--- src/rtl/spq_pkg.sv ---
// ---------------------------------------------------------------------------
// spq_pkg : shared types and constants of the stride prefetcher with queue
// Default parameters, operation codes, register indexes, the bundle type of the
// control registers and the state type of the sequencer.
// ---------------------------------------------------------------------------
`default_nettype none
package spq_pkg;
   localparam int DefWays       = 8;
   localparam int DefSets       = 4;
   localparam int DefQueueDepth = 32;
   localparam int DefMaxDegree  = 8;

   localparam logic OP_TRAIN = 1'b0;
   localparam logic OP_POP   = 1'b1;

   localparam logic [2:0] REG_MAX_CONF     = 3'd0;
   localparam logic [2:0] REG_MIN_CONF     = 3'd1;
   localparam logic [2:0] REG_THRESH_CONF  = 3'd2;
   localparam logic [2:0] REG_START_CONF   = 3'd3;
   localparam logic [2:0] REG_DEGREE       = 3'd4;
   localparam logic [2:0] REG_QUEUE_FILTER = 3'd5;
   localparam logic [2:0] REG_BLOCK_BYTES  = 3'd6;

   localparam int CsrIndexWidth = 3;
   localparam int CsrDataWidth  = 13;

   typedef enum logic [2:0] {
      ST_IDLE,
      ST_LOOKUP,
      ST_SCAN,
      ST_GEN,
      ST_DONE
   } state_type;

   // control registers as one bundle
   typedef struct packed {
      logic [2:0]  max_conf;
      logic [2:0]  min_conf;
      logic [2:0]  thresh_conf;
      logic [2:0]  start_conf;
      logic [3:0]  degree;
      logic        queue_filter;
      logic [12:0] block_bytes;
   } csr_type;
endpackage
`default_nettype wire

--- src/rtl/spq_csr.sv ---
// ---------------------------------------------------------------------------
// spq_csr : control registers
// Write-only register bank, values masked to register width.
// ---------------------------------------------------------------------------
`default_nettype none
module spq_csr (
   input  wire                                   clock,
   input  wire                                   reset,
   input  wire                                   csr_write,
   input  wire [spq_pkg::CsrIndexWidth-1:0]      csr_index,
   input  wire [spq_pkg::CsrDataWidth-1:0]       csr_data,
   output spq_pkg::csr_type                      csr_out
);
   import spq_pkg::*;

   csr_type regs_ff;

   // register writes
   always_ff @(posedge clock) begin
      if (reset) begin
         regs_ff.max_conf     <= 3'd7;
         regs_ff.min_conf     <= 3'd0;
         regs_ff.thresh_conf  <= 3'd4;
         regs_ff.start_conf   <= 3'd4;
         regs_ff.degree       <= 4'd1;
         regs_ff.queue_filter <= 1'b1;
         regs_ff.block_bytes  <= 13'd128;
      end else if (csr_write) begin
         unique case (csr_index)
            REG_MAX_CONF:     regs_ff.max_conf     <= csr_data[2:0];
            REG_MIN_CONF:     regs_ff.min_conf     <= csr_data[2:0];
            REG_THRESH_CONF:  regs_ff.thresh_conf  <= csr_data[2:0];
            REG_START_CONF:   regs_ff.start_conf   <= csr_data[2:0];
            REG_DEGREE:       regs_ff.degree       <= csr_data[3:0];
            REG_QUEUE_FILTER: regs_ff.queue_filter <= csr_data[0];
            REG_BLOCK_BYTES:  regs_ff.block_bytes  <= csr_data;
            default: ;
         endcase
      end
   end

   assign csr_out = regs_ff;
endmodule
`default_nettype wire

--- config.mk ---
export PLATFORM = sky130hd
export DESIGN_NAME = spq_csr
export DESIGN_NICKNAME = d
export VERILOG_FILES = /design/src/rtl/spq_pkg.sv /design/src/rtl/spq_csr.sv
export SDC_FILE = /design/constraint.sdc
export NUM_CORES = 1
export LEC_CHECK = 0
export ABC_CLOCK_PERIOD_IN_PS = 990
export BUFFER_PORTS_ARGS = -buffer_cell sky130_fd_sc_hd__buf_2
export CAP_MARGIN = 20
export CORE_ASPECT_RATIO = 1.75
export CORE_MARGIN = 10
export CORE_UTILIZATION = 47
export DETAILED_ROUTE_END_ITERATION = 12
export GPL_TIMING_DRIVEN = 0
export PLACE_DENSITY_LB_ADDON = 0.2
export SLEW_MARGIN = 20
export SYNTH_ARGS = -nofsm -noshare
export SYNTH_HDL_FRONTEND = slang
export SYNTH_SLANG_ARGS = --single-unit
--- constraint.sdc ---
create_clock -name clock -period 0.99 [get_ports clock]
set_input_delay 0.1485 -clock clock [delete_from_list [all_inputs] [get_ports clock]]
set_output_delay 0.1485 -clock clock [all_outputs]
set_load 0.1 [all_outputs]
==> key figures <==
Status
  – Outcome: finished, final reports clean

Synth
  – Instance count of the mapped netlist: 121
  – Area leader, netlist: dfxtp_1
  – Post-synth cell types: 11
  – Register area share after synthesis: 47.15%
  – Syn Std Cell Area: 1274 um^2
  – Yosys top cell area share: 47.15%
  – Main area contributors after synthesis: dfxtp_1 47%, mux2i_1 24%, nand2b_1 17%, nor2_1 3.5%, nand4bb_1 2.7%
  – Synth warn: 0
  – Syn Area/Cell: 10.53 um^2
  – FF+latch count, synth: 30
  – Syn Nets: 140

Critical path
  – CP endpoint kind: output port
  – WS Path Type: flip-flop to output port
  – Launching point of the worst reg2reg path: csr_out[2]
  – Worst path cell trace: buf_12
  – R2R setup slack: 0.26 ns
  – Crit Reg-Reg Endpoint: csr_out[2]
  – Critical path startpoint category: flip-flop
  – Bufs and invs on worst path: 1
  – Worst reg-to-reg path cell count: 3
  – Critical path origin: csr_out[16]
  – Worst EP required: 0.84 ns
  – Crit Path Max Fanout: 2
  – Slowest stage delay, CP: 0.36 ns
  – Critical path's top delay family: flip-flops
  – CP arrival: 0.83 ns
  – Crit-path slowest cell: dfxtp_2

Power
  – Combinational power share: 17.7%
  – VDD IR max: 1116 uV
  – Sequential power share: 45.6%
  – Total power: 2.781 mW
  – Net Sw Power: 0.7893 mW
  – PwrDens: 1307 nW/um^2
  – Cell-internal power: 1.992 mW
  – Clock Power Share: 36.7%
  – Sw Share: 28.38%
  – Leakage: 0.9179 nW

Die
  – Initial core utilization: 49.90%
  – Die width: 59.35 um
  – Site Rows: 24
  – Core Area: 2552 um^2
  – Die ar.: 5274 um^2
  – Die H: 88.87 um
  – IO Count: 49

Placement
  – Final Wtd Congestion: 0.7606
  – Port Buffers: 47
  – Placed cell area: 1579 um^2
  – Hpwl dp: 2522 um

Final layout
  – Max FFs per register: 30
  – Nets: 196
  – Ant. Diodes: 0
  – Layout area overhead: 66.99%
  – Most frequent cells in the layout: 34 x nand2b_1, 30 x mux2i_1, 30 x dfxtp_2
  – Commonest non-fill, non-tap cell in the layout: nand2b_1
  – Share of cells above drive strength 1: 51.12%
  – Final instance area: 2127 um^2

Min path
  – Hold path endpoint: csr_out[6]
  – Hold path depth: 3
  – Hold WC Path Type: input pin to flip-flop
  – Min-delay src: csr_data[6]

Timing
  – Final hold vios: 0
  – WHS: 0.1118 ns
  – Max-slew headroom: 67.06%
  – RSZ-0062 raised after global routing: true
  – Fin crit period: 0.9757 ns
  – Period utilisation layout: 98.56%
  – Final Max Tran Viols: 0
  – Worst Clk Skew: 0 ns
  – Final setup fails: 0
  – Fmax: 1.025 GHz
  – Worst-Margin Slew: 0.4928 ns

Clock tree
  – Worst-Skew Late Latency: 0.28 ns
  – Hold_buf cts: 0
  – Num CTS Buffers: 5
  – CTS Sinks: 30
  – Root Buffer: clkbuf_8
  – CTS tree: built
  – CTS clk-pin slew, worst paths: 0.07 ns
  – Max Root-Sink Buffers: 2
  – H-tree Lvls: 2

Detailed routing
  – Drt wl/cell: 17.24 um
  – DRT Pass-1 Iters: 4
  – DR vias: 1070
  – WL final: 3516 um
  – DRC Markers: 0
  – DRT iter0 DRCs: 18
  – DR vias/cell: 5.245
  – Antenna-violating nets left: 0

Global routing
  – Vias in the first global route: 1129
  – First-pass GRT wire length: 5589 um
  – Total Routing Usage GR: 14.04%
  – Initial antenna violation count: 0
  – Grt ovf: 0
  – Maximum number of pins on one net before global-route repair: 11

Job
  – Max Cap Violations: 0
cell families after synthesis:
group         Yosys count  share of synthesized area [%]
mux                    30                          23.58
simple gates           53                          26.23
flops                  30                          47.15
buf+inv                 8                          3.045
through the flow:
stage	cells	setup TNS, ns	setup WS, ns	util (%)
3_5_place_dp	194	-5.139	-0.2097	61.86
3_3_place_gp	194	-3.713	-0.1596	61.86
2_1_floorplan	121	0	0.06198	-
4_1_cts	202	0	0.0006294	77.21
5_1_grt	204	-0.03676	-0.03339	83.33
6_report	204	0	0.01427	83.33
area by class of cell:
cell class	instances	area [um^2]
plain buffers	8	45.04
clock buffers	7	86.33
clock inverters	1	5.005
fillers	159	425.4
multi-input cells	83	634.4
flip-flops and latches	30	638.1
well taps	26	32.53
repair buffers	49	685.7
synthesized netlist by cell type:
library cell   n
and4b_1        1
nand4b_1       2
nor2_1        12
nor4b_2        1
dfxtp_1       30
nand2b_1      34
buf_6          1
buf_2          1
nand4bb_1      3
clkbuf_1       6
mux2i_1       30
how the worst max path moves through the flow:
| stage | end | depth (start not counted) |
|---|---|---|
| after floorplan | csr_out[23] | 2 |
| after global placement | csr_out[1] | 5 |
| after detailed placement | csr_out[4] | 5 |
| after CTS | csr_out[5] | 1 |
| after global routing | csr_out[4] | 5 |
| final | csr_out[16] | 1 |
timing repair:
item | CTS | global route
gates resized for setup | 89 | 33
setup buffers | 0 | 2
endpoints found under the setup margin | 30 | 29
metal layers:
layer  wire length, um  vias up  track usage [%]
li1                  -      515                -
met1              1169      512            12.98
met2              1946       34            24.22
met3               309        9            7.747
met4                90        0            6.289
met5                 0        -                0
power groups by stage:
stage | clock network, mW | registers [mW] | logic, mW
2_1_floorplan | 0 | 1.47 | 0.114
3_3_place_gp | 0 | 1.28 | 0.402
3_5_place_dp | 0 | 1.28 | 0.411
4_1_cts | 1.03 | 1.26 | 0.465
5_1_grt | 1.07 | 1.27 | 0.521
6_report | 1.02 | 1.27 | 0.493
worst register-to-register path, cell delays in order, from the launching register on:
cell      delay, ns
dfxtp_2        0.36
buf_4          0.12
nand2b_1       0.04
mux2i_1        0.13
Note: power is estimated with default switching activity, not from simulation.
